`src/rtl/core/bmsi_pkg.sv`:
```
package bmsi_pkg;

    typedef enum logic [1:0] {
        OP_CPU_WRITE    = 2'd0,
        OP_VIDEO_UPDATE = 2'd1,
        OP_VIDEO_TICK   = 2'd2,
        OP_PRG_LOOKUP   = 2'd3
    } op_t;

    typedef enum logic [1:0] {
        CFG_REVISION_A   = 2'd0,
        CFG_PRG_MASK     = 2'd1,
        CFG_FOUR_SCREEN  = 2'd2,
        CFG_EDGE_RISING  = 2'd3
    } cfg_index_t;

    localparam logic [15:0] WRITE_DECODE_MASK = 16'hE001;
    localparam logic [15:0] REG_BANK_SELECT   = 16'h8000;
    localparam logic [15:0] REG_BANK_DATA     = 16'h8001;
    localparam logic [15:0] REG_MIRROR        = 16'hA000;
    localparam logic [15:0] REG_WRAM_PROTECT  = 16'hA001;
    localparam logic [15:0] REG_IRQ_LATCH     = 16'hC000;
    localparam logic [15:0] REG_IRQ_RELOAD    = 16'hC001;
    localparam logic [15:0] REG_IRQ_DISABLE   = 16'hE000;
    localparam logic [15:0] REG_IRQ_ENABLE    = 16'hE001;

    localparam int          CHR_BANK_COUNT    = 6;
    localparam logic [3:0]  TICK_THRESHOLD    = 4'd8;
    localparam logic [3:0]  TICK_MAX          = 4'd15;

    typedef struct packed {
        op_t         operation;
        logic [15:0] bus_address;
        logic [7:0]  write_data;
    } item_t;

    typedef struct packed {
        logic [7:0] mapped_bank;
        logic       irq_line;
        logic       mirror_horizontal;
        logic       wram_enabled;
        logic       wram_writable;
    } result_t;

    typedef struct packed {
        logic       revision_a_mode;
        logic [7:0] prg_bank_mask;
        logic       four_screen;
        logic       edge_rising;
    } cfg_t;

endpackage

```
`src/rtl/core/bank_mapper_scanline_irq_core.sv`:
```
// Channel   Direction  Handshake            Payload
// input     in         in_valid / in_stall  operation, bus_address, write_data
// result    out        out_valid/out_stall  mapped_bank, irq_line, mirror_horizontal,
//                                           wram_enabled, wram_writable
// config    in         cfg_we               cfg_index, cfg_data
//
// One item per cycle sustained while out_stall is low. The engine works on the input register
// and the result register takes its output when the item fires, so each result passes through
// the input register and then the result register before it is offered on the output.
// rst_n clears all mapper and counter state asynchronously to its power-up values.
// A stalled result holds in the result register; the input register still takes one more
// item, and in_stall rises only when both registers are full.
module bank_mapper_scanline_irq_core
    import bmsi_pkg::*;
(
    input  logic        clk,
    input  logic        rst_n,
    input  logic        in_valid,
    output logic        in_stall,
    input  logic [1:0]  operation,
    input  logic [15:0] bus_address,
    input  logic [7:0]  write_data,
    output logic        out_valid,
    input  logic        out_stall,
    output logic [7:0]  mapped_bank,
    output logic        irq_line,
    output logic        mirror_horizontal,
    output logic        wram_enabled,
    output logic        wram_writable,
    input  logic        cfg_we,
    input  logic [1:0]  cfg_index,
    input  logic [7:0]  cfg_data
);

    cfg_t    cfg;
    item_t   in_item;
    item_t   item;
    result_t result;
    result_t out_result;
    logic    fire;
    logic    down_ready;

    assign in_item.operation   = op_t'(operation);
    assign in_item.bus_address = bus_address;
    assign in_item.write_data  = write_data;

    bmsi_cfg_regs u_cfg_regs (
        .clk       (clk),
        .rst_n     (rst_n),
        .cfg_we    (cfg_we),
        .cfg_index (cfg_index),
        .cfg_data  (cfg_data),
        .cfg       (cfg)
    );

    bmsi_in_stage u_in_stage (
        .clk        (clk),
        .rst_n      (rst_n),
        .in_valid   (in_valid),
        .in_stall   (in_stall),
        .in_item    (in_item),
        .down_ready (down_ready),
        .fire       (fire),
        .item       (item)
    );

    bmsi_engine u_engine (
        .clk    (clk),
        .rst_n  (rst_n),
        .fire   (fire),
        .item   (item),
        .cfg    (cfg),
        .result (result)
    );

    bmsi_out_stage u_out_stage (
        .clk        (clk),
        .rst_n      (rst_n),
        .fire       (fire),
        .result     (result),
        .down_ready (down_ready),
        .out_valid  (out_valid),
        .out_stall  (out_stall),
        .out_result (out_result)
    );

    assign mapped_bank       = out_result.mapped_bank;
    assign irq_line          = out_result.irq_line;
    assign mirror_horizontal = out_result.mirror_horizontal;
    assign wram_enabled      = out_result.wram_enabled;
    assign wram_writable     = out_result.wram_writable;

endmodule

```
`src/rtl/core/bmsi_cfg_regs.sv`:
```
module bmsi_cfg_regs
    import bmsi_pkg::*;
(
    input  logic       clk,
    input  logic       rst_n,
    input  logic       cfg_we,
    input  logic [1:0] cfg_index,
    input  logic [7:0] cfg_data,
    output cfg_t       cfg
);

    cfg_t cfg_reg;
    cfg_t cfg_next;

    always_comb
    begin
        cfg_next = cfg_reg;
        if (cfg_we)
        begin
            unique case (cfg_index_t'(cfg_index))
                CFG_REVISION_A:  cfg_next.revision_a_mode = cfg_data[0];
                CFG_PRG_MASK:    cfg_next.prg_bank_mask   = cfg_data;
                CFG_FOUR_SCREEN: cfg_next.four_screen     = cfg_data[0];
                CFG_EDGE_RISING: cfg_next.edge_rising     = cfg_data[0];
                default:         cfg_next = cfg_reg;
            endcase
        end
    end

    always_ff @(posedge clk or negedge rst_n)
    begin
        if (!rst_n)
        begin
            cfg_reg.revision_a_mode <= 1'b0;
            cfg_reg.prg_bank_mask   <= 8'd255;
            cfg_reg.four_screen     <= 1'b0;
            cfg_reg.edge_rising     <= 1'b1;
        end
        else
        begin
            cfg_reg <= cfg_next;
        end
    end

    assign cfg = cfg_reg;

endmodule

```
`src/rtl/core/bmsi_in_stage.sv`:
```
module bmsi_in_stage
    import bmsi_pkg::*;
(
    input  logic  clk,
    input  logic  rst_n,
    input  logic  in_valid,
    output logic  in_stall,
    input  item_t in_item,
    input  logic  down_ready,
    output logic  fire,
    output item_t item
);

    logic  valid_reg;
    logic  valid_next;
    item_t item_reg;
    logic  accept;

    assign fire     = valid_reg && down_ready;
    assign in_stall = valid_reg && !down_ready;
    assign accept   = in_valid && !in_stall;

    always_comb
    begin
        if (accept)
            valid_next = 1'b1;
        else if (fire)
            valid_next = 1'b0;
        else
            valid_next = valid_reg;
    end

    always_ff @(posedge clk or negedge rst_n)
    begin
        if (!rst_n)
            valid_reg <= 1'b0;
        else
            valid_reg <= valid_next;
    end

    always_ff @(posedge clk)
    begin
        if (accept)
            item_reg <= in_item;
    end

    assign item = item_reg;

endmodule

```
`src/rtl/core/bmsi_engine.sv`:
```
module bmsi_engine
    import bmsi_pkg::*;
(
    input  logic    clk,
    input  logic    rst_n,
    input  logic    fire,
    input  item_t   item,
    input  cfg_t    cfg,
    output result_t result
);

    logic [2:0] bank_select_reg, bank_select_next;
    logic       chr_invert_reg, chr_invert_next;
    logic       prg_swap_reg, prg_swap_next;
    logic [7:0] chr_banks_reg [CHR_BANK_COUNT];
    logic [7:0] chr_banks_next [CHR_BANK_COUNT];
    logic [7:0] prg_bank0_reg, prg_bank0_next;
    logic [7:0] prg_bank1_reg, prg_bank1_next;
    logic       mirror_reg, mirror_next;
    logic       ram_enable_reg, ram_enable_next;
    logic       ram_write_reg, ram_write_next;
    logic [7:0] reload_value_reg, reload_value_next;
    logic [7:0] counter_reg, counter_next;
    logic       irq_enable_reg, irq_enable_next;
    logic       reload_pending_reg, reload_pending_next;
    logic       irq_pending_reg, irq_pending_next;
    logic       last_a12_reg, last_a12_next;
    logic [3:0] tick_count_reg, tick_count_next;

    logic       a12;
    logic       a12_edge;
    logic [7:0] clocked_counter;
    logic       clocked_irq;
    logic [2:0] chr_slot;
    logic [7:0] chr_bank;
    logic [7:0] prg_bank;
    logic [7:0] second_last;
    logic [7:0] bank;

    // A12 edge detect and counter clocking
    assign a12      = item.bus_address[12];
    assign a12_edge = cfg.edge_rising ? (!last_a12_reg && a12) : (last_a12_reg && !a12);

    always_comb
    begin
        if (counter_reg == 8'd0 || reload_pending_reg)
            clocked_counter = reload_value_reg;
        else
            clocked_counter = counter_reg - 8'd1;
        clocked_irq = (!cfg.revision_a_mode || counter_reg != 8'd0 || reload_pending_reg)
                      && clocked_counter == 8'd0 && irq_enable_reg;
    end

    // character bank lookup
    assign chr_slot = item.bus_address[12:10] ^ {chr_invert_reg, 2'b00};

    always_comb
    begin
        chr_bank = 8'd0;
        if (item.bus_address[15:13] == 3'd0)
        begin
            unique case (chr_slot)
                3'd0, 3'd1: chr_bank = {chr_banks_reg[0][7:1], chr_slot[0]};
                3'd2, 3'd3: chr_bank = {chr_banks_reg[1][7:1], chr_slot[0]};
                3'd4:       chr_bank = chr_banks_reg[2];
                3'd5:       chr_bank = chr_banks_reg[3];
                3'd6:       chr_bank = chr_banks_reg[4];
                default:    chr_bank = chr_banks_reg[5];
            endcase
        end
    end

    // program bank lookup
    assign second_last = cfg.prg_bank_mask - 8'd1;

    always_comb
    begin
        prg_bank = 8'd0;
        if (item.bus_address[15])
        begin
            unique case (item.bus_address[14:13])
                2'd0:    prg_bank = prg_swap_reg ? second_last : prg_bank0_reg;
                2'd1:    prg_bank = prg_bank1_reg;
                2'd2:    prg_bank = prg_swap_reg ? prg_bank0_reg : second_last;
                default: prg_bank = cfg.prg_bank_mask;
            endcase
        end
    end

    always_comb
    begin
        bank_select_next    = bank_select_reg;
        chr_invert_next     = chr_invert_reg;
        prg_swap_next       = prg_swap_reg;
        chr_banks_next      = chr_banks_reg;
        prg_bank0_next      = prg_bank0_reg;
        prg_bank1_next      = prg_bank1_reg;
        mirror_next         = mirror_reg;
        ram_enable_next     = ram_enable_reg;
        ram_write_next      = ram_write_reg;
        reload_value_next   = reload_value_reg;
        counter_next        = counter_reg;
        irq_enable_next     = irq_enable_reg;
        reload_pending_next = reload_pending_reg;
        irq_pending_next    = irq_pending_reg;
        last_a12_next       = last_a12_reg;
        tick_count_next     = tick_count_reg;
        bank                = 8'd0;

        if (fire)
        begin
            unique case (item.operation)
                OP_CPU_WRITE:
                begin
                    unique case (item.bus_address & WRITE_DECODE_MASK)
                        REG_BANK_SELECT:
                        begin
                            bank_select_next = item.write_data[2:0];
                            chr_invert_next  = item.write_data[7];
                            prg_swap_next    = item.write_data[6];
                        end
                        REG_BANK_DATA:
                        begin
                            for (int i = 0; i < CHR_BANK_COUNT; i++)
                            begin
                                if (bank_select_reg == 3'(i))
                                    chr_banks_next[i] = item.write_data;
                            end
                            if (bank_select_reg == 3'd6)
                                prg_bank0_next = item.write_data & cfg.prg_bank_mask;
                            if (bank_select_reg == 3'd7)
                                prg_bank1_next = item.write_data & cfg.prg_bank_mask;
                        end
                        REG_MIRROR:
                        begin
                            if (!cfg.four_screen)
                                mirror_next = item.write_data[0];
                        end
                        REG_WRAM_PROTECT:
                        begin
                            ram_enable_next = item.write_data[7];
                            ram_write_next  = !item.write_data[6];
                        end
                        REG_IRQ_LATCH:
                            reload_value_next = item.write_data;
                        REG_IRQ_RELOAD:
                        begin
                            if (cfg.revision_a_mode)
                                reload_pending_next = 1'b1;
                            counter_next = 8'd0;
                        end
                        REG_IRQ_DISABLE:
                        begin
                            irq_enable_next  = 1'b0;
                            irq_pending_next = 1'b0;
                        end
                        REG_IRQ_ENABLE:
                            irq_enable_next = 1'b1;
                        default:
                        begin
                        end
                    endcase
                end
                OP_VIDEO_UPDATE:
                begin
                    last_a12_next = a12;
                    if (a12_edge)
                    begin
                        if (tick_count_reg > TICK_THRESHOLD)
                        begin
                            counter_next        = clocked_counter;
                            reload_pending_next = 1'b0;
                            if (clocked_irq)
                                irq_pending_next = 1'b1;
                        end
                        tick_count_next = 4'd0;
                    end
                    bank = chr_bank;
                end
                OP_VIDEO_TICK:
                begin
                    if (tick_count_reg < TICK_MAX)
                        tick_count_next = tick_count_reg + 4'd1;
                end
                default:
                    bank = prg_bank;
            endcase
        end
    end

    always_ff @(posedge clk or negedge rst_n)
    begin
        if (!rst_n)
        begin
            bank_select_reg    <= 3'd0;
            chr_invert_reg     <= 1'b0;
            prg_swap_reg       <= 1'b0;
            for (int i = 0; i < CHR_BANK_COUNT; i++)
            begin
                chr_banks_reg[i] <= 8'd0;
            end
            prg_bank0_reg      <= 8'd0;
            prg_bank1_reg      <= 8'd1;
            mirror_reg         <= 1'b0;
            ram_enable_reg     <= 1'b1;
            ram_write_reg      <= 1'b1;
            reload_value_reg   <= 8'd255;
            counter_reg        <= 8'd0;
            irq_enable_reg     <= 1'b0;
            reload_pending_reg <= 1'b0;
            irq_pending_reg    <= 1'b0;
            last_a12_reg       <= 1'b0;
            tick_count_reg     <= 4'd0;
        end
        else
        begin
            bank_select_reg    <= bank_select_next;
            chr_invert_reg     <= chr_invert_next;
            prg_swap_reg       <= prg_swap_next;
            chr_banks_reg      <= chr_banks_next;
            prg_bank0_reg      <= prg_bank0_next;
            prg_bank1_reg      <= prg_bank1_next;
            mirror_reg         <= mirror_next;
            ram_enable_reg     <= ram_enable_next;
            ram_write_reg      <= ram_write_next;
            reload_value_reg   <= reload_value_next;
            counter_reg        <= counter_next;
            irq_enable_reg     <= irq_enable_next;
            reload_pending_reg <= reload_pending_next;
            irq_pending_reg    <= irq_pending_next;
            last_a12_reg       <= last_a12_next;
            tick_count_reg     <= tick_count_next;
        end
    end

    assign result.mapped_bank       = bank;
    assign result.irq_line          = irq_pending_next;
    assign result.mirror_horizontal = mirror_next;
    assign result.wram_enabled      = ram_enable_next;
    assign result.wram_writable     = ram_write_next;

endmodule

```
`src/rtl/core/bmsi_out_stage.sv`:
```
module bmsi_out_stage
    import bmsi_pkg::*;
(
    input  logic    clk,
    input  logic    rst_n,
    input  logic    fire,
    input  result_t result,
    output logic    down_ready,
    output logic    out_valid,
    input  logic    out_stall,
    output result_t out_result
);

    logic    valid_reg;
    logic    valid_next;
    result_t result_reg;

    assign down_ready = !valid_reg || !out_stall;

    always_comb
    begin
        if (fire)
            valid_next = 1'b1;
        else if (valid_reg && out_stall)
            valid_next = 1'b1;
        else
            valid_next = 1'b0;
    end

    always_ff @(posedge clk or negedge rst_n)
    begin
        if (!rst_n)
            valid_reg <= 1'b0;
        else
            valid_reg <= valid_next;
    end

    always_ff @(posedge clk)
    begin
        if (fire)
            result_reg <= result;
    end

    assign out_valid  = valid_reg;
    assign out_result = result_reg;

endmodule
```
`config.mk`:
```
export PLATFORM = sky130hd
export DESIGN_NAME = bank_mapper_scanline_irq_core
export DESIGN_NICKNAME = d
export VERILOG_FILES = /design/src/rtl/core/bmsi_pkg.sv /design/src/rtl/core/bank_mapper_scanline_irq_core.sv /design/src/rtl/core/bmsi_cfg_regs.sv /design/src/rtl/core/bmsi_in_stage.sv /design/src/rtl/core/bmsi_engine.sv /design/src/rtl/core/bmsi_out_stage.sv
export SDC_FILE = /design/constraint.sdc
export NUM_CORES = 1
export LEC_CHECK = 0
export BUFFER_PORTS_ARGS = -buffer_cell sky130_fd_sc_hd__buf_2
export CAP_MARGIN = 10
export CORE_MARGIN = 4
export CORE_UTILIZATION = 60
export DETAILED_ROUTE_END_ITERATION = 10
export PLACE_DENSITY = 0.89
export SETUP_SLACK_MARGIN = 0.4
export SLEW_MARGIN = 20
export SYNTH_ARGS = -nofsm -noshare
export SYNTH_HDL_FRONTEND = slang
export SYNTH_SLANG_ARGS = --single-unit
```
`constraint.sdc`:
```
create_clock -name clk -period 2.4 [get_ports clk]
set_input_delay 0.48 -clock clk [delete_from_list [all_inputs] [get_ports clk]]
set_output_delay 0.48 -clock clk [all_outputs]
set_load 0.05 [all_outputs]
```
After elaboration in Yosys (flattened, before gate mapping). Index checks and enable logic that the tools add are counted.

Flip-flop bits (word level): 147. Latch bits: 0. RAM bits: 0. Memory bits (read-only): 0. Input port bits: 41. Output and inout bits: 14. Logic and storage cells: 172. Memories kept: 0.

$add $sub $neg: 3. $mul: 0. Divide/modulo/power cells: 0. Order comparisons: 2. Eq/ne operators: 33. Shift operators: 0. Multiplexer cells: 42. Bitwise operators: 2. Reduce and logical (&&, ||, !) cells: 55.

Operator list (number): 8-bit 2-to-1 mux (8); 8-bit case mux with 5 select lines (1); 4-bit AND reduction (9); 4-bit equality test (second input constant) (8); 8-bit case mux with 2 select lines (2); 1-bit 2-to-1 mux (24); 8-bit case mux with 3 select lines (1); 3-bit equality test (second input constant) (7); 8-bit zero test (2); 8-bit by 1-bit subtractor with 8-bit output (second input constant) (2); 3-bit by 2-bit equality test with 1-bit output (second input constant) (4); 2-bit AND reduction (5); 3-bit zero test (3); 3-bit AND reduction (3); 8-bit bitwise AND (1); 2-bit equality test (second input constant) (4); 1-bit logical AND (8); 1-bit zero test (8); 4-bit 2-to-1 mux (2); 2-bit by 1-bit != test with 1-bit output (second input constant) (4); 4-bit case mux with 2 select lines (1); 2-bit nonzero test (4); 8-bit nonzero test (1); 2-bit by 1-bit equality test with 1-bit output (second input constant) (3); 12 further kinds (22).

Depth between registers and ports, before layout. Gate-level depths: netlist (run 1).

Word-level depth: 11. Gate-level depth with buffers: 9. Gate-level depth less buffers: 7.

Hierarchy. Synthesis (run 1) repeated with hierarchy kept, for this count alone.

Cell total of the unflattened synthesis: 518. Area, all modules: 6825.3 sq um.

Modules (own cells, without submodules): bmsi_engine (instances 1, cells an instance 445, area an instance 5133.7 sq um, sequential area each 2366.0 sq um); bmsi_in_stage (instances 1, cells an instance 32, area an instance 844.6 sq um, sequential area each 805.8 sq um); bmsi_cfg_regs (instances 1, cells an instance 26, area an instance 450.4 sq um, sequential area each 286.5 sq um); bmsi_out_stage (instances 1, cells an instance 15, area an instance 396.6 sq um, sequential area each 385.4 sq um).

Worst setup path before layout (run 1). No wires, ideal clock.

Kind: register to register. From: register u_out_stage.valid_reg (netlist: u_out_stage.out_valid). To: register u_engine.chr_banks_reg[41] (netlist name). Library setup time: 0.125 ns. Arrival: 2.325 ns. Required time: 2.275 ns. Path slack: -0.050 ns. Cell stages (with the launch flop): 8. Buffers on the path: 1. Clock period less this slack: 2.450 ns. Cell sequence: dfrtp_1 nand2_1 nand2_1 inv_1 nand2b_1 or4_1 buf_6 mux2_4.

Cells in the longest elaborated chain, start to end: 4.

RTL lines: start: declaration (line bmsi_out_stage.sv:14) `logic valid_reg;`; start signal: assignment (line bmsi_out_stage.sv:35) `valid_reg <= valid_next;`; 1-bit zero test (line bmsi_out_stage.sv:18) `assign down_ready = !valid_reg || !out_stall;`; 1-bit logical OR (line bmsi_out_stage.sv:18); 1-bit logical AND (line bmsi_in_stage.sv:19) `assign fire = valid_reg && down_ready;`; named net fire (line bank_mapper_scanline_irq_core.sv:40) `logic fire;`; 4-bit AND reduction (no source line); end signal: assignment (line bmsi_engine.sv:220) `chr_banks_reg <= chr_banks_next;`; end: declaration (line bmsi_engine.sv:15) `logic [7:0] chr_banks_reg [CHR_BANK_COUNT];`.

The timed path passes the listed nets, and every way through them passes these cells. A chain may end at the register's enable or synchronous reset.

==> results of run 1 <==
## worst max-delay path by stage
stage                                  to  slack, ns  cells past startpoint
5_1_grt         u_out_stage.out_result[4]      -0.05                      6
4_1_cts        u_engine.chr_banks_reg[33]       0.36                      5
3_3_place_gp    u_out_stage.out_result[3]       0.21                      7
2_1_floorplan  u_engine.chr_banks_reg[41]       0.37                      7
3_5_place_dp    u_engine.prg_bank0_reg[0]       0.12                      4
6_report        u_out_stage.out_result[4]       0.12                      6
## through the flow
step	total power [mW]	utilization	instance area [um2]	TNS, ns
floorplan	3.85	-	6590	0
global placement	4.23	0.677	7080	0
detailed placement	4.32	0.677	7080	0
CTS	7.16	0.751	7850	0
global route	7.70	0.777	8130	-0.0468
finish	7.45	0.777	8130	0
## cells in the final DEF, fill, tap and decap left out, types with 7 or more instances in the layout
cell       instances
clkbuf_16         17
nand3_1           20
inv_1             21
nor3_1            10
mux2i_1           16
buf_2             44
nand2_1           44
o21ai_0           43
o31ai_1            8
mux2_4            16
dfstp_2           20
edfxtp_1          29
buf_4             31
o21ai_1            7
a21o_1             7
a21oi_1            7
dfrtp_1           84
mux2_2            53
nor2_1            37
## metal layers
metal,GRT usage,routed length (um),up-vias
met5,0,0,-
met3,0.0588,2190,139
met2,0.479,9790,480
li1,-,-,2238
met4,0.168,1240,0
met1,0.352,7010,2666
## power by group
part	leakage (nW)	internal, mW	switching (mW)
combinational	1.72	0.747	0.971
sequential	1.63	2.64	0.342
clock	0.291	1.75	0.998
## cells by family after synthesis
kind of cell / synth area share
flops: 0.546
simple gates: 0.139
xor+xnor: 0.00803
compound gates: 0.114
mux: 0.151
fa+ha+maj: 0.00956
buf+inv: 0.0317
## cell type report
class,count,area (um2)
sequential,136,3580
multi-input combinational,383,3020
fill,559,2340
timing repair buffer,88,641
clock buffer,21,450
tap,136,170
clock inverter,11,169
inverter,24,96.3
## repair_timing
| action | in CTS | in global routing |
|---|---|---|
| endpoints found under the setup margin | 49 | 52 |
| endpoints found under the hold margin | 28 | 0 |
| pin swaps | 4 | 12 |
| hold buffers | 1 | 0 |
| buffers inserted | 6 | 10 |
| cloned | 0 | 0 |
| gates resized for setup | 20 | 46 |
==> results by group, run 1 <==
Clock tree
  – CTS Sinks: approximately 140
  – Root buf cell: clkbuf_8
  – CTS tree: built
  – Worst-Skew Late Latency: between 0.5 and 0.6 ns
  – H-tree levels: 4
  – Num CTS Buffers: 17
  – Clock Tree Buf Depth: 2
  – Worst-path clk slew: around 0.060 ns

Layout
  – Nets: 696
  – Non-filler cells, final: 799
  – Max FFs per register: 46
  – # diodes: 0
  – Share of cells above drive strength 1: 0.385
  – Synth-to-layout area growth: 24.2%

Synthesis
  – Count of state elements after synthesis: around 140
  – Post-Syn Area: roughly 6500 um2
  – Area share of the leading cell type in the synthesized netlist: 0.333
  – Most frequent cell after synthesis: dfrtp_1
  – Async SR Flop Fraction: 0.787
  – Synth area leaders: dfrtp_1, edfxtp_1, mux2_2
  – Mean Syn Cell Area: approximately 12 um2
  – Post-synth top cells: dfrtp_1, mux2_2, nand2_1, o21ai_0, nor2_1
  – Primary FF master, synth: dfrtp_1
  – Cell count after synthesis: between 500 and 600
  – Seq/Total Area, Yosys: 0.546
  – Yosys warns: 0
  – Post-synth EDFFs: 29
  – Number of library cell types mapped by synthesis: approximately 60
  – Syn nets: approximately 610
  – Cell taking the most area after synthesis: dfrtp_1

Critical path
  – Worst EP arrival: about 2.6 ns
  – Worst setup path start: u_in_stage.item[20]
  – Worst path max stage delay: ~0.57 ns
  – Crit end category: register
  – Worst Path Required: around 2.8 ns
  – CP bufs+invs: 1
  – Critical Path, Cell by Cell: xnor2_1 -> buf_4 -> nor2_1 -> a211oi_1 -> a21oi_1 -> o32ai_2
  – Reg2reg path depth: 6
  – Crit path max-delay family: compound AO/OA/AOI/OAI gates
  – Class of the most critical setup path: reg -> reg
  – Largest fanout on the critical path: 12
  – Crit path max-delay cell type: a211oi_1
  – R2R Setup Slk: between 0.1 and 0.15 ns
  – R2R Path Start: u_in_stage.item[20]
  – Reg-to-Reg End: u_out_stage.out_result[4]
  – Startpoint Class: register

Timing
  – Crit share post-route: 0.952
  – RSZ-0062 raised after global routing: true
  – Setup Skew: ~0.0083 ns
  – Hold slack: ~0.12 ns
  – Slew Viols, Final: 0
  – Least-Margin Pin Slew: a little under 0.8 ns
  – F_max: between 400 and 500 MHz
  – Final min period: around 2.3 ns
  – Finish-stage setup viols: 0
  – Final Hold Fails: 0
  – Slew margin rel.: 0.481
  – Worst Setup Slack, final: between 0.1 and 0.15 ns

Global routing
  – Largest net degree at the start of global routing: 47
  – Initial antenna violation count: 0
  – Gr ovfl total: 0
  – First-pass GRT wire length: about 28 mm
  – Vias in the first global route: 5313
  – Gr usage total: 0.289

Place
  – Placed cell count: 750
  – Dpl ws: 0.117 ns
  – Post-DP HPWL: around 11 mm
  – GPL Wtd Cong: around 0.9
  – Port Buffers: 45

Die
  – Die area: 12600 um2
  – Core footprint: roughly 10000 um2
  – Die height: 112 um
  – I/O pin count: between 50 and 60
  – Initial core utilization: 0.626
  – # rows: 37
  – Die width: 112 um

Pwr
  – Peak VDD IR: slightly below 0.6 mV
  – Lkg Pwr: roughly 3.6 nW
  – Power per Cell Area: about 920 nW/um2

Route
  – Routed WL: 20.2 mm
  – DR WL/cell: roughly 25 um
  – Initial DRT Pass Iterations: 7
  – Residual DRC count: 0
  – Average vias per placed instance: a little under 7
  – Iteration-0 DRC Markers: just under 900
  – Antenna-violating nets left: 0
  – Vias: roughly 5500

Min path
  – Hold Path Class: in -> reg
  – Hold path start: bus_address[10]
  – End point of the worst hold path: u_in_stage.item[18]
  – Hold path depth: 1

Flow run
  – Maxcap violations: 0

Status
  – Status: finished clean
(Power assumes the default switching activity.)
==> run 2: changes to the inputs <==
Settings changed: CORE_MARGIN 4 to unset.
==> results by group, run 2 (synthesis gave the netlist of run 1 again) <==
Layout
  – # diodes: 0 (unchanged)
  – Nets: 691 (-0.72%)
  – Max FFs per register: 46 (unchanged)
  – Share of cells above drive strength 1: 0.371 (-0.0138)
  – Final core utilization: 0.768 (-0.00861)
  – Most frequent cells in the layout: dfrtp_1, mux2_2, o21ai_0
  – Synth-to-layout area growth: 22.8%
  – Leading cell type in the layout, fill and taps excluded: dfrtp_1

Global routing
  – Vias in the first global route: 5370 (+1.1%)
  – First-pass GRT wire length: 28.6 mm (+1.1%)
  – Initial antenna violation count: 0 (unchanged)
  – Gr ovfl total: 0 (unchanged)
  – Gr usage total: 0.339 (+0.0495)
  – Largest net degree at the start of global routing: 50 (+6.4%)

Critical path
  – Worst path max stage delay: 0.50 ns (-0.07 ns)
  – Crit end category: register
  – Critical Path, Cell by Cell: nor3b_4 -> buf_4 -> nand3_1 -> nor3b_4 -> buf_12 -> mux2_2
  – Worst EP arrival: 2.57 ns (-0.07 ns)
  – Largest fanout on the critical path: 8 (-4)
  – Crit path max-delay cell type: edfxtp_1
  – Class of the most critical setup path: reg -> reg
  – Worst Path Required: 2.87 ns (+0.11 ns)
  – Startpoint Class: register
  – Most Frequent Cell on Critical Path: nor3b_4

Flow run
  – Maxcap violations: 0 (unchanged)

Timing
  – Slew Viols, Final: 0 (unchanged)
  – Slew margin rel.: 0.610 (+0.129)
  – RSZ-0062 raised after global routing: true
  – Crit share post-route: 0.876 (-0.0758)
  – TNS Setup: 0 ns (unchanged)
  – Setup Skew: 0.0101 ns (+0.00175 ns)
  – F_max: 476 MHz (+8.7%)
  – Final Hold Fails: 0 (unchanged)
  – Finish-stage setup viols: 0 (unchanged)
  – Final min period: 2.10 ns (-0.182 ns)
  – Least-Margin Pin Slew: 0.585 ns (-0.193 ns)

Clock tree
  – CTS tree: built
  – Num CTS Buffers: 17 (unchanged)
  – H-tree levels: 4 (unchanged)
  – Root buf cell: clkbuf_8
  – CTS Sinks: 136 (unchanged)
  – Worst-Skew Late Latency: 0.54 ns (about the same)
  – Worst-path clk slew: 0.07 ns (about the same)
  – Clock Tree Buf Depth: 2 (unchanged)

Die
  – # rows: 37 (unchanged)
  – Die area: 11300 um2 (-10%)
  – Core footprint: 10500 um2 (unchanged)
  – Die width: 106 um (-5.3%)
  – Die height: 106 um (-5.3%)
  – I/O pin count: 55 (unchanged)
  – Initial core utilization: 0.626 (unchanged)

Pwr
  – Power per Cell Area: 940 nW/um2 (+2.6%)
  – Lkg Pwr: 3.62 nW (-0.68%)
  – Peak VDD IR: 0.593 mV (-0.21%)

Min path
  – Hold Path Class: in -> reg

Route
  – Vias: 5477 (-0.83%)
  – Initial DRT Pass Iterations: 7 (unchanged)
  – Average vias per placed instance: 6.90 (-0.21%)
  – Met3 WL: 1.92 mm (-12%)
  – DR WL/cell: 24.2 um (-4.2%)
  – Iteration-0 DRC Markers: 854 (-3.2%)
  – Residual DRC count: 0 (unchanged)
  – Met2 Wirelength: 9.36 mm (-4.5%)
  – Routed WL: 19.3 mm (-4.8%)
  – Antenna-violating nets left: 0 (unchanged)
  – Top sig layer: met4
  – Met1 Wirelength: 6.84 mm (-2.4%)

Place
  – Post-DP HPWL: 10.7 mm (-0.18%)
  – GPL Wtd Cong: 0.890 (-2.9%)
  – Port Buffers: 45 (unchanged)

Status
  – Status: finished clean
==> run 2: cell count changes in the layout (fill, tap and decap cells not counted), moves of 3 or more <==
cell / change
inv_6: +5
o21ai_0: +5
o21ai_1: -4
buf_4: -3
clkbuf_1: -3
==> run 2: area by class of cell <==
class / count / area, um2
Sequential cell: 136 / 3580
Fill cell: 585 / 2430
Tap cell: 136 / 170
Clock buffer: 17 / 414
Clock inverter: 15 / 239
Multi-Input combinational cell: 383 / 2960
Inverter: 24 / 93.8
Timing Repair Buffer: 83 / 587
==> run 2: metrics by stage <==
step | area (um2) | cells | worst slack, ns | total power, mW | hold slack, ns
global route | 8040 | 794 | 0.241 | 7.79 | 0.106
finish | 8040 | 794 | 0.298 | 7.56 | 0.111
detailed placement | 7060 | 747 | 0.123 | 4.30 | 0.459
CTS | 7850 | 786 | 0.355 | 7.32 | 0.109
global placement | 7060 | 747 | 0.166 | 4.20 | 0.447
floorplan | 6590 | 568 | 0.366 | 3.85 | 0.184
==> run 2: metal layers <==
metal | up-vias | track usage
li1 | 2231 | -
met3 | 115 | 0.0785
met2 | 475 | 0.561
met4 | 0 | 0.172
met1 | 2656 | 0.417
met5 | - | 0
==> run 2: path summary, 6_finish.rpt <==
check / startpoint / endpoint / slack, ns / depth (start not counted)
worst max-delay path: u_in_stage.item[24] / u_engine.reload_value_reg[2] / 0.30 / 6
worst min-delay path: write_data[3] / u_in_stage.item[3] / 0.11 / 1
worst max register to register: u_in_stage.item[24] / u_engine.reload_value_reg[2] / 0.30 / 6
worst min register to register: u_engine.ram_write_reg / u_engine.ram_write_reg / 0.49 / 2
max in group asynchronous: rst_n / u_engine.chr_banks_reg[26] / 1.15 / 3
min in group asynchronous: rst_n / u_engine.bank_select_reg[2] / 0.51 / 2
==> run 2: where the power goes <==
part / switching, mW / total (mW) / internal [mW]
clock network: 1.10 / 2.92 / 1.82
registers: 0.335 / 2.98 / 2.64
logic: 0.927 / 1.66 / 0.732
total: 2.36 / 7.56 / 5.20
==> run 2: critical path: cells and delay by family, from the launching register on <==
family	cells	cell delay (ns)
buffers and inverters	2	0.33
AND/OR/NAND/NOR	3	0.86
flip-flops	1	0.50
multiplexers	1	0.35
==> run 2: timing repair <==
item                                    in CTS  in global routing
hold endpoints to repair                    22                  0
pin swaps                                    6                  8
resized for setup                           18                 23
buffers inserted                             6                  8
endpoints found under the setup margin      61                 57
hold buffers                                 1                  0
